==> src/hw/rtl/ecib_pkg.sv <==
// Shared constants, codes, handshake types and search functions for the event channel binder.
`default_nettype none
package ecib_pkg;

	localparam int NUM_CHANNELS = 64;
	localparam int NUM_IRQS     = 32;
	localparam int COUNT_BITS   = 8;

	localparam int CH_W  = $clog2(NUM_CHANNELS);
	localparam int IRQ_W = $clog2(NUM_IRQS);
	localparam int REQ_W = 3;
	localparam int ST_W  = 2;

	localparam logic [COUNT_BITS-1:0] COUNT_MAX = {COUNT_BITS{1'b1}};

	localparam logic [REQ_W-1:0] REQ_BIND    = 3'd0;
	localparam logic [REQ_W-1:0] REQ_UNBIND  = 3'd1;
	localparam logic [REQ_W-1:0] REQ_MASK    = 3'd2;
	localparam logic [REQ_W-1:0] REQ_UNMASK  = 3'd3;
	localparam logic [REQ_W-1:0] REQ_RAISE   = 3'd4;
	localparam logic [REQ_W-1:0] REQ_SERVICE = 3'd5;

	localparam logic [ST_W-1:0] ST_OK           = 2'd0;
	localparam logic [ST_W-1:0] ST_NO_FREE      = 2'd1;
	localparam logic [ST_W-1:0] ST_NONE_PENDING = 2'd2;
	localparam logic [ST_W-1:0] ST_NOT_BOUND    = 2'd3;

	typedef struct packed {
		logic accept;
		logic rd_stage;
		logic commit;
	} cmd_t;

	typedef struct packed {
		logic out_free;
	} sts_t;

	function automatic logic [IRQ_W-1:0] lowest_clear(input logic [NUM_IRQS-1:0] v);
		logic [IRQ_W-1:0] idx;
		idx = '0;
		for (int i = NUM_IRQS - 1; i >= 0; i--) begin
			if (!v[i]) idx = IRQ_W'(i);
		end
		return idx;
	endfunction

	function automatic logic [CH_W-1:0] lowest_set(input logic [NUM_CHANNELS-1:0] v);
		logic [CH_W-1:0] idx;
		idx = '0;
		for (int i = NUM_CHANNELS - 1; i >= 0; i--) begin
			if (v[i]) idx = CH_W'(i);
		end
		return idx;
	endfunction

endpackage
`default_nettype wire

==> src/hw/rtl/event_channel_interrupt_binder_top.sv <==
// Top level of the event channel interrupt binder.
// A request beat is accepted, passes a RAM read stage (accept, RAM read stage, execute) and
// its result beat is then registered; a new request is accepted only after the previous one commits.
// A full output register holds the execute stage until the result beat leaves.
// Reset clears all bindings, pending bits and counts and masks every channel;
// the channel and IRQ map RAMs are not cleared, so no start-up pass is needed.
`default_nettype none
module event_channel_interrupt_binder_top (
	input  wire logic                        clk,
	input  wire logic                        arst_n,
	input  wire logic                        in_valid,
	output logic                             in_stall,
	input  wire logic [ecib_pkg::REQ_W-1:0]  req_type,
	input  wire logic [ecib_pkg::CH_W-1:0]   channel,
	input  wire logic [ecib_pkg::IRQ_W-1:0]  irq_number,
	output logic                             out_valid,
	input  wire logic                        out_stall,
	output logic      [ecib_pkg::IRQ_W-1:0]  irq_out,
	output logic      [ecib_pkg::CH_W-1:0]   channel_out,
	output logic      [ecib_pkg::ST_W-1:0]   status,
	output logic                             closed
);
	import ecib_pkg::*;

	cmd_t cmd;
	sts_t sts;

	ecib_ctrl u_ctrl (
		.clk      (clk),
		.arst_n   (arst_n),
		.in_valid (in_valid),
		.in_stall (in_stall),
		.sts      (sts),
		.cmd      (cmd)
	);

	ecib_dp u_dp (
		.clk         (clk),
		.arst_n      (arst_n),
		.cmd         (cmd),
		.sts         (sts),
		.req_type    (req_type),
		.channel     (channel),
		.irq_number  (irq_number),
		.out_valid   (out_valid),
		.out_stall   (out_stall),
		.irq_out     (irq_out),
		.channel_out (channel_out),
		.status      (status),
		.closed      (closed)
	);

endmodule
`default_nettype wire

==> src/hw/rtl/ecib_ram.sv <==
// Generic single write port, single read port RAM with registered read.
`default_nettype none
module ecib_ram #(
	parameter int WIDTH = 8,
	parameter int DEPTH = 32
) (
	input  wire logic                     clk,
	input  wire logic                     wr_en,
	input  wire logic [$clog2(DEPTH)-1:0] wr_addr,
	input  wire logic [WIDTH-1:0]         wr_data,
	input  wire logic                     rd_en,
	input  wire logic [$clog2(DEPTH)-1:0] rd_addr,
	output logic      [WIDTH-1:0]         rd_data
);

	logic [WIDTH-1:0] mem_q [DEPTH];

	always_ff @(posedge clk) begin
		if (wr_en) mem_q[wr_addr] <= wr_data;
		if (rd_en) rd_data <= mem_q[rd_addr];
	end

endmodule
`default_nettype wire

==> src/hw/rtl/ecib_ctrl.sv <==
// Controller state machine: accept, read stage, execute and result hand-off.
`default_nettype none
module ecib_ctrl (
	input  wire logic          clk,
	input  wire logic          arst_n,
	input  wire logic          in_valid,
	output logic               in_stall,
	input  ecib_pkg::sts_t     sts,
	output ecib_pkg::cmd_t     cmd
);
	import ecib_pkg::*;

	localparam logic [1:0] S_IDLE = 2'd0;
	localparam logic [1:0] S_RD   = 2'd1;
	localparam logic [1:0] S_EXE  = 2'd2;

	logic [1:0] state_q;
	logic [1:0] state_d;

	assign in_stall     = (state_q != S_IDLE);
	assign cmd.accept   = in_valid && (state_q == S_IDLE);
	assign cmd.rd_stage = (state_q == S_RD);
	// hold the finished beat until the output register has room
	assign cmd.commit   = (state_q == S_EXE) && sts.out_free;

	always_comb begin
		state_d = state_q;
		case (state_q)
			S_IDLE: if (cmd.accept) state_d = S_RD;
			S_RD:   state_d = S_EXE;
			S_EXE:  if (sts.out_free) state_d = S_IDLE;
			default: state_d = S_IDLE;
		endcase
	end

	always_ff @(posedge clk or negedge arst_n) begin
		if (!arst_n) begin
			state_q <= S_IDLE;
		end else begin
			state_q <= state_d;
		end
	end

`ifndef ASSERT_OFF
	a_accept_to_rd: assert property (@(posedge clk) disable iff (!arst_n)
		cmd.accept |=> state_q == S_RD)
		else $error("accepted beat did not enter read stage");
	a_commit_to_idle: assert property (@(posedge clk) disable iff (!arst_n)
		cmd.commit |=> state_q == S_IDLE && !in_stall)
		else $error("controller not idle after commit");
`endif

endmodule
`default_nettype wire

==> src/hw/rtl/ecib_dp.sv <==
// Datapath: channel flags, IRQ counts and maps, priority searches, result register.
`default_nettype none
module ecib_dp (
	input  wire logic                        clk,
	input  wire logic                        arst_n,
	input  ecib_pkg::cmd_t                   cmd,
	output ecib_pkg::sts_t                   sts,
	input  wire logic [ecib_pkg::REQ_W-1:0]  req_type,
	input  wire logic [ecib_pkg::CH_W-1:0]   channel,
	input  wire logic [ecib_pkg::IRQ_W-1:0]  irq_number,
	output logic                             out_valid,
	input  wire logic                        out_stall,
	output logic      [ecib_pkg::IRQ_W-1:0]  irq_out,
	output logic      [ecib_pkg::CH_W-1:0]   channel_out,
	output logic      [ecib_pkg::ST_W-1:0]   status,
	output logic                             closed
);
	import ecib_pkg::*;

	// request fields
	logic [REQ_W-1:0] req_q;
	logic [CH_W-1:0]  ch_q;
	logic [IRQ_W-1:0] irq_q;

	// read-stage results
	logic [IRQ_W-1:0] v_q;
	logic             was_bound_q;
	logic             no_free_q;
	logic [CH_W-1:0]  svc_idx_q;
	logic             svc_found_q;

	// channel and IRQ flags
	logic [NUM_CHANNELS-1:0] chan_bound_q;
	logic [NUM_CHANNELS-1:0] chan_masked_q;
	logic [NUM_CHANNELS-1:0] chan_pending_q;
	logic [NUM_IRQS-1:0]     nonzero_q;

	logic out_valid_q;

	// RAM ports
	logic [IRQ_W-1:0]      cmap_rd;
	logic [CH_W-1:0]       cmap_raddr;
	logic                  cmap_ren;
	logic                  cmap_we;
	logic [CH_W-1:0]       imap_rd;
	logic                  imap_we;
	logic [COUNT_BITS-1:0] cnt_rd;
	logic [IRQ_W-1:0]      cnt_raddr;
	logic                  cnt_we;
	logic [COUNT_BITS-1:0] cnt_wdata;

	// read-stage logic
	logic [NUM_CHANNELS-1:0] ready_vec;
	logic [CH_W-1:0]         svc_idx;
	logic                    rd_bound;
	logic [IRQ_W-1:0]        v_next;

	// execute-stage logic
	logic [IRQ_W-1:0]      cnt_idx;
	logic [COUNT_BITS-1:0] cnt_cur;
	logic [IRQ_W-1:0]      res_irq;
	logic [CH_W-1:0]       res_ch;
	logic [ST_W-1:0]       res_st;
	logic                  res_cl;
	logic                  nz_set;
	logic                  nz_clr;
	logic                  bound_set;
	logic                  bound_clr;
	logic                  mask_set;
	logic                  mask_clr;
	logic                  pend_set;
	logic                  pend_clr;

	assign ready_vec = chan_pending_q & ~chan_masked_q;
	assign svc_idx   = lowest_set(ready_vec);
	assign rd_bound  = chan_bound_q[ch_q];
	assign v_next    = rd_bound ? cmap_rd : lowest_clear(nonzero_q);

	assign cmap_ren   = cmd.accept || cmd.rd_stage;
	assign cmap_raddr = cmd.accept ? channel : svc_idx;
	assign cnt_raddr  = (req_q == REQ_BIND) ? v_next : irq_q;

	ecib_ram #(.WIDTH(IRQ_W), .DEPTH(NUM_CHANNELS)) u_chan_irq_map (
		.clk     (clk),
		.wr_en   (cmap_we),
		.wr_addr (ch_q),
		.wr_data (v_q),
		.rd_en   (cmap_ren),
		.rd_addr (cmap_raddr),
		.rd_data (cmap_rd)
	);

	ecib_ram #(.WIDTH(CH_W), .DEPTH(NUM_IRQS)) u_irq_chan_map (
		.clk     (clk),
		.wr_en   (imap_we),
		.wr_addr (v_q),
		.wr_data (ch_q),
		.rd_en   (cmd.rd_stage),
		.rd_addr (irq_q),
		.rd_data (imap_rd)
	);

	ecib_ram #(.WIDTH(COUNT_BITS), .DEPTH(NUM_IRQS)) u_ref_count (
		.clk     (clk),
		.wr_en   (cnt_we),
		.wr_addr (cnt_idx),
		.wr_data (cnt_wdata),
		.rd_en   (cmd.rd_stage),
		.rd_addr (cnt_raddr),
		.rd_data (cnt_rd)
	);

	// a count whose nonzero flag is clear reads as zero
	assign cnt_idx = (req_q == REQ_BIND) ? v_q : irq_q;
	assign cnt_cur = nonzero_q[cnt_idx] ? cnt_rd : '0;

	always_comb begin
		res_irq   = '0;
		res_ch    = '0;
		res_st    = ST_OK;
		res_cl    = 1'b0;
		cnt_wdata = cnt_cur;
		cnt_we    = 1'b0;
		cmap_we   = 1'b0;
		imap_we   = 1'b0;
		nz_set    = 1'b0;
		nz_clr    = 1'b0;
		bound_set = 1'b0;
		bound_clr = 1'b0;
		mask_set  = 1'b0;
		mask_clr  = 1'b0;
		pend_set  = 1'b0;
		pend_clr  = 1'b0;
		case (req_q)
			REQ_BIND: begin
				if (no_free_q) begin
					res_st = ST_NO_FREE;
				end else begin
					res_irq = v_q;
					cnt_we  = 1'b1;
					nz_set  = 1'b1;
					if (cnt_cur != COUNT_MAX) cnt_wdata = cnt_cur + 1'b1;
					if (!was_bound_q) begin
						bound_set = 1'b1;
						cmap_we   = 1'b1;
						imap_we   = 1'b1;
					end
				end
			end
			REQ_UNBIND: begin
				if (cnt_cur == '0) begin
					res_st = ST_NOT_BOUND;
				end else begin
					cnt_we    = 1'b1;
					cnt_wdata = cnt_cur - 1'b1;
					if (cnt_cur == COUNT_BITS'(1)) begin
						nz_clr    = 1'b1;
						bound_clr = 1'b1;
						res_ch    = imap_rd;
						res_cl    = 1'b1;
					end
				end
			end
			REQ_MASK:   mask_set = 1'b1;
			REQ_UNMASK: mask_clr = 1'b1;
			REQ_RAISE:  pend_set = 1'b1;
			REQ_SERVICE: begin
				if (!svc_found_q) begin
					res_st = ST_NONE_PENDING;
				end else begin
					pend_clr = 1'b1;
					res_ch   = svc_idx_q;
					if (chan_bound_q[svc_idx_q]) res_irq = cmap_rd;
					else res_st = ST_NOT_BOUND;
				end
			end
			default: ;
		endcase
		// drop every write unless this is the committing cycle
		cnt_we  = cnt_we && cmd.commit;
		cmap_we = cmap_we && cmd.commit;
		imap_we = imap_we && cmd.commit;
	end

	always_ff @(posedge clk) begin
		if (cmd.accept) begin
			req_q <= req_type;
			ch_q  <= channel;
			irq_q <= irq_number;
		end
		if (cmd.rd_stage) begin
			v_q         <= v_next;
			was_bound_q <= rd_bound;
			no_free_q   <= !rd_bound && (&nonzero_q);
			svc_idx_q   <= svc_idx;
			svc_found_q <= |ready_vec;
		end
		if (cmd.commit) begin
			irq_out     <= res_irq;
			channel_out <= res_ch;
			status      <= res_st;
			closed      <= res_cl;
		end
	end

	always_ff @(posedge clk or negedge arst_n) begin
		if (!arst_n) begin
			chan_bound_q   <= '0;
			chan_masked_q  <= '1;
			chan_pending_q <= '0;
			nonzero_q      <= '0;
			out_valid_q    <= 1'b0;
		end else begin
			if (cmd.commit) begin
				if (bound_set) chan_bound_q[ch_q] <= 1'b1;
				if (bound_clr) chan_bound_q[imap_rd] <= 1'b0;
				if (nz_set) nonzero_q[v_q] <= 1'b1;
				if (nz_clr) nonzero_q[irq_q] <= 1'b0;
				if (mask_set) chan_masked_q[ch_q] <= 1'b1;
				if (mask_clr) chan_masked_q[ch_q] <= 1'b0;
				if (pend_set) chan_pending_q[ch_q] <= 1'b1;
				if (pend_clr) chan_pending_q[svc_idx_q] <= 1'b0;
			end
			if (cmd.commit) out_valid_q <= 1'b1;
			else if (!out_stall) out_valid_q <= 1'b0;
		end
	end

	assign out_valid    = out_valid_q;
	assign sts.out_free = !out_valid_q || !out_stall;

`ifndef ASSERT_OFF
	a_valid_from_commit: assert property (@(posedge clk) disable iff (!arst_n)
		$rose(out_valid_q) |-> $past(cmd.commit))
		else $error("result beat appeared without a commit");
	a_no_free_full: assert property (@(posedge clk) disable iff (!arst_n)
		cmd.commit && req_q == REQ_BIND && no_free_q |-> &nonzero_q)
		else $error("no free IRQ reported while a count is zero");
	a_close_unbinds: assert property (@(posedge clk) disable iff (!arst_n)
		cmd.commit && bound_clr |=> !chan_bound_q[$past(imap_rd)] && !nonzero_q[$past(irq_q)])
		else $error("closed IRQ left its channel bound");
`endif

endmodule
`default_nettype wire
==> config.mk <==
export PLATFORM = sky130hd
export DESIGN_NAME = event_channel_interrupt_binder_top
export DESIGN_NICKNAME = d
export VERILOG_FILES = /design/src/hw/rtl/ecib_pkg.sv /design/src/hw/rtl/event_channel_interrupt_binder_top.sv /design/src/hw/rtl/ecib_ram.sv /design/src/hw/rtl/ecib_ctrl.sv /design/src/hw/rtl/ecib_dp.sv
export SDC_FILE = /design/constraint.sdc
export NUM_CORES = 2
export LEC_CHECK = 0
export BUFFER_PORTS_ARGS = -buffer_cell sky130_fd_sc_hd__buf_2
export CORE_MARGIN = 3
export CORE_UTILIZATION = 50
export CTS_CLUSTER_DIAMETER = 60
export DETAILED_ROUTE_END_ITERATION = 10
export GPL_TIMING_DRIVEN = 0
export HOLD_SLACK_MARGIN = 0.05
export PLACE_DENSITY = 0.75
export RECOVER_POWER = 50
export SYNTH_ARGS = -nofsm -noshare
export SYNTH_HDL_FRONTEND = slang
export SYNTH_SLANG_ARGS = --single-unit
==> constraint.sdc <==
create_clock -name clk -period 13.6 [get_ports clk]
set_input_delay 1.36 -clock clk [delete_from_list [all_inputs] [get_ports clk]]
set_output_delay 1.36 -clock clk [all_outputs]
set_load 0.005 [all_outputs]
==> impl_results.md <==
* Status: complete, but fails checks
* Violated checks: capacitance limit, slew limit
* Wire length of the first global-routing pass at 197 mm
* Final instance area at between 50000 and 60000 sq um
* Number of enable-type register cells in the synthesized netlist at about 830
* Worst Hold Class: reg -> reg
* Clock H-tree levels at 3
* Deepest clock path buffer count at 3
* Maximum Capacitance Violations at 6
* Horizontal extent of the die at 308 um
* TNS Setup at 0 ns
* Sum of routed wire length over all layers at 134 mm
* Post-Syn Area per Cell at approximately 13 sq um
* Input/output buffers at 33
* Most frequent cell after synthesis: sky130_fd_sc_hd__edfxtp_1
* Gate Count Post-Synth at between 3000 and 4000
* WL per Instance at approximately 27 um
* Startpoint of the lowest-slack register-to-register path: u_dp.ch_q[2]
* CTS tree: done
* Leading post-synthesis cells by cell area: sky130_fd_sc_hd__edfxtp_1 55%, sky130_fd_sc_hd__dfrtp_1 8.9%, sky130_fd_sc_hd__mux2i_1 4.1%, sky130_fd_sc_hd__dfstp_2 3.7%, sky130_fd_sc_hd__mux4_2 3.1%
* Area enclosed by the die boundary at between 90000 and 100000 sq um
* Warnings, synthesis at 0
* Power share of the sequential group at between 40 and 50%
* Critical path required time at approximately 14 ns
* Number of core rows at 110
* Type of the worst setup path: reg -> reg
* Dominant cell type by area after synthesis: sky130_fd_sc_hd__edfxtp_1
* R2r worst-path depth at 13
* Number of I/O pins at 34
* Die Span Y at 308 um
* Via/cell ratio at roughly 6.5
* Worst VDD drop at 0.151 mV
* Unrepaired setup endpoints after global routing: false
* Reg-to-reg setup timing slack at between 5 and 6 ns
* Via count of the first global-routing pass at 30900
* Min cycle time layout at 7.72 ns
* Actual transition at the worst max-transition pin at around 6.2 ns
* Max transition margin at -314%
* Ratio of total power to cell area at 178 nW/um^2
* Yosys reg bits at around 1100
* Worst setup EP type: flip-flop
* Remaining routing DRC violations at 0
* Async S/R FF share, synth at 21.5%
* Clock tree root driver cell: sky130_fd_sc_hd__clkbuf_16
* Clock buffer count from CTS at 98
* Synth-to-layout area growth at 11.5%
* Combinational power share at between 20% and 30%
* Iter 0 DRT Violations at roughly 4700
* Primary FF master, synth: sky130_fd_sc_hd__edfxtp_1
* Library cells used by synthesis at 86
* Post-synth net total at around 3500
* Number of antenna diodes at 0
* DP Area at 48000 sq um
* Post-DP HPWL at approximately 90 mm
* Final setup violation count at 0
* Reg2reg end: u_dp.u_ref_count.rd_data[6]
* Detailed Routing Iterations Pass 1 at 6
* Quantity of gates resized following cts at 0
* All-layer global routing usage at ~28%
* Setup crit start: u_dp.ch_q[2]
* Maximum fanout encountered on the critical timing path at 33
* Part of the cycle the worst path needs at about 57%
* Clock insertion delay at the later pin of the skew report at roughly 0.70 ns
* Number of hold-repair buffers added at the cts stage at 0
* Aggregate global routing overflow at 0
* Net switching share of the total power at 33.4%
* Int Pwr at 0.00603 W
* Startpoint Class: flip-flop
* # clock sinks at 1056
* Post-route ant nets at 0
* WHS Path Cells at 2
* Net Switching at approximately 0.0030 W
* Post-CTS clock slew at the launch and capture registers of the worst setup and hold paths at ~0.070 ns
* Final net count at 3685
* Initial Util at roughly half
* Highest attainable clock frequency at ~130 MHz
* Area of the placeable core at 90300 sq um
* Largest net degree at the start of global routing at 121
* Number of vias in the routed layout at around 32000
* Worst setup skew after layout at around 0.032 ns
* Post-synthesis sequential area ratio at roughly two thirds
* Ratio of cells with drive above 1 in the final layout at about an eighth
* Max-slew violations at approximately 130
* Post CTS Setup Buffer Count at 0
* Final weighted congestion in routability-driven placement at slightly above 1
* Count of final hold-check violations at 0
* Proportion of power drawn by the clock network at slightly above 30%
* Most frequent cells after synthesis: 829 x sky130_fd_sc_hd__edfxtp_1, 336 x sky130_fd_sc_hd__nor2_1, 330 x sky130_fd_sc_hd__nand2_1
* Fraction of synthesized cell area taken by the top area cell type at between 50% and 60%
* Leakage power summed over all cells at approximately 17 nW
* Total standard cell area after synthesis at roughly 46000 sq um
* Critical path arrival at ~8.1 ns
* Initial antenna violation count at 1
-- layer usage --
layer	global-route usage, %	share of wire (%)
met4	14.5	5.7
met3	6.23	12
met2	43.3	46
met1	37.1	37
met5	0	0
-- how the worst max path moves through the flow --
stage                                                to  slack (ns)
after floorplan            u_dp.u_ref_count.mem_q[0][2]        7.44
after global placement    u_dp.u_ref_count.mem_q[27][2]        2.93
after detailed placement  u_dp.u_ref_count.mem_q[14][4]        7.02
after CTS                  u_dp.u_ref_count.mem_q[7][4]        6.97
after global routing        u_dp.u_ref_count.rd_data[6]        5.68
final                       u_dp.u_ref_count.rd_data[6]        5.88
-- power by group through the flow --
stage | Combinational [W] | Clock [W] | Sequential (W)
6_report | 0.00243 | 0.00275 | 0.00387
5_1_grt | 0.00254 | 0.00287 | 0.00388
4_1_cts | 0.00239 | 0.00275 | 0.00388
2_1_floorplan | 0.00142 | 0 | 0.00392
3_5_place_dp | 0.00236 | 0 | 0.00394
3_3_place_gp | 0.00220 | 0 | 0.00401
-- cell type report --
type	count	area [sq um]
sequential	1056	30700
buffer	195	825
multi-input combinational	2206	14200
inverter	36	135
timing repair buffer	71	402
fill	7110	39400
tap	1176	1470
clock buffer	131	2720
clock inverter	51	483
-- cells by family (layout without fill, tap and decap cells) --
| logic type | count (synthesis) | in the layout | synth area share [%] |
|---|---|---|---|
| AND/OR/NAND/NOR | 1140 | 1140 | 11.6 |
| adder cells (fa/ha/maj) | 3 | 3 | 0.0822 |
| buffers and inverters | 231 | 484 | 2.11 |
| AO/OA/AOI/OAI | 741 | 741 | 10.2 |
| flip-flops | 1056 | 1056 | 67.1 |
| XOR/XNOR | 3 | 3 | 0.0575 |
| multiplexers | 319 | 319 | 8.91 |
-- registers in the layout, indices dropped and copies added, names as in the netlist, 2 cells and up, named ones only --
name	flops
u_ctrl.state_q	2
u_dp.ch_q	6
u_dp.chan_bound_q	64
u_dp.chan_pending_q	64
u_dp.channel_out	6
u_dp.irq_out	5
u_dp.irq_q	5
u_dp.nonzero_q	32
u_dp.req_q	3
u_dp.status	2
u_dp.svc_idx_q	6
u_dp.u_chan_irq_map.mem_q	320
u_dp.u_chan_irq_map.rd_data	5
u_dp.u_irq_chan_map.mem_q	192
u_dp.u_irq_chan_map.rd_data	6
u_dp.u_ref_count.mem_q	256
u_dp.u_ref_count.rd_data	8
u_dp.v_q	5
-- worst max-delay path, cell delays in order, from the launching register on --
cell                       delay (ns)
sky130_fd_sc_hd__edfxtp_1        1.14
sky130_fd_sc_hd__clkbuf_1        0.60
sky130_fd_sc_hd__clkbuf_1        0.57
sky130_fd_sc_hd__clkbuf_1        0.54
sky130_fd_sc_hd__a31oi_1         0.14
sky130_fd_sc_hd__o21ai_0         0.28
sky130_fd_sc_hd__nor4b_1         1.48
sky130_fd_sc_hd__mux2_2          0.46
sky130_fd_sc_hd__a21oi_1         0.37
sky130_fd_sc_hd__nand3_1         0.36
sky130_fd_sc_hd__nor3_1          0.89
sky130_fd_sc_hd__a32oi_1         0.29
sky130_fd_sc_hd__o211ai_1        0.19
sky130_fd_sc_hd__nor3_1          0.12
-- layout by cell type (no fill, tap or decap), types with 12 or more instances in the layout --
cell type / n
sky130_fd_sc_hd__clkinv_2: 17
sky130_fd_sc_hd__and2_1: 14
sky130_fd_sc_hd__nand2b_1: 57
sky130_fd_sc_hd__clkbuf_16: 101
sky130_fd_sc_hd__a22o_1: 18
sky130_fd_sc_hd__mux2_2: 70
sky130_fd_sc_hd__nand4_1: 38
sky130_fd_sc_hd__a31oi_1: 87
sky130_fd_sc_hd__a211oi_1: 16
sky130_fd_sc_hd__nor2_1: 336
sky130_fd_sc_hd__o22a_1: 22
sky130_fd_sc_hd__inv_1: 33
sky130_fd_sc_hd__nand2_1: 330
sky130_fd_sc_hd__dfrtp_1: 163
sky130_fd_sc_hd__dfstp_2: 60
sky130_fd_sc_hd__buf_2: 43
sky130_fd_sc_hd__o211ai_1: 23
sky130_fd_sc_hd__nor4_1: 12
sky130_fd_sc_hd__mux2i_1: 186
sky130_fd_sc_hd__clkinv_1: 15
sky130_fd_sc_hd__nand3_1: 104
sky130_fd_sc_hd__nor3_2: 21
sky130_fd_sc_hd__nor3_1: 90
sky130_fd_sc_hd__and3_1: 13
sky130_fd_sc_hd__or2_2: 16
sky130_fd_sc_hd__o22ai_1: 20
sky130_fd_sc_hd__clkbuf_1: 192
sky130_fd_sc_hd__edfxtp_1: 829
sky130_fd_sc_hd__nor2b_1: 55
sky130_fd_sc_hd__o21ai_0: 126
sky130_fd_sc_hd__or3_1: 16
sky130_fd_sc_hd__buf_1: 28
sky130_fd_sc_hd__mux4_2: 63
sky130_fd_sc_hd__a22oi_1: 45
sky130_fd_sc_hd__a21oi_1: 275
sky130_fd_sc_hd__a32oi_1: 33
-- through the flow --
step / power [W] / hold WS, ns / utilization [%] / worst slack, ns / instances
finish: 0.00905 / 0.483 / 56.4 / 5.88 / 4922
global route: 0.00929 / 0.515 / 56.4 / 5.68 / 4922
floorplan: 0.00534 / 0.454 / - / 7.44 / 3493
global placement: 0.00620 / 0.462 / 52.4 / 2.93 / 4702
detailed placement: 0.00630 / 0.475 / 53.2 / 7.02 / 4736
CTS: 0.00901 / 0.484 / 56.7 / 6.97 / 4918
Note: power is estimated with default switching activity, not from simulation.
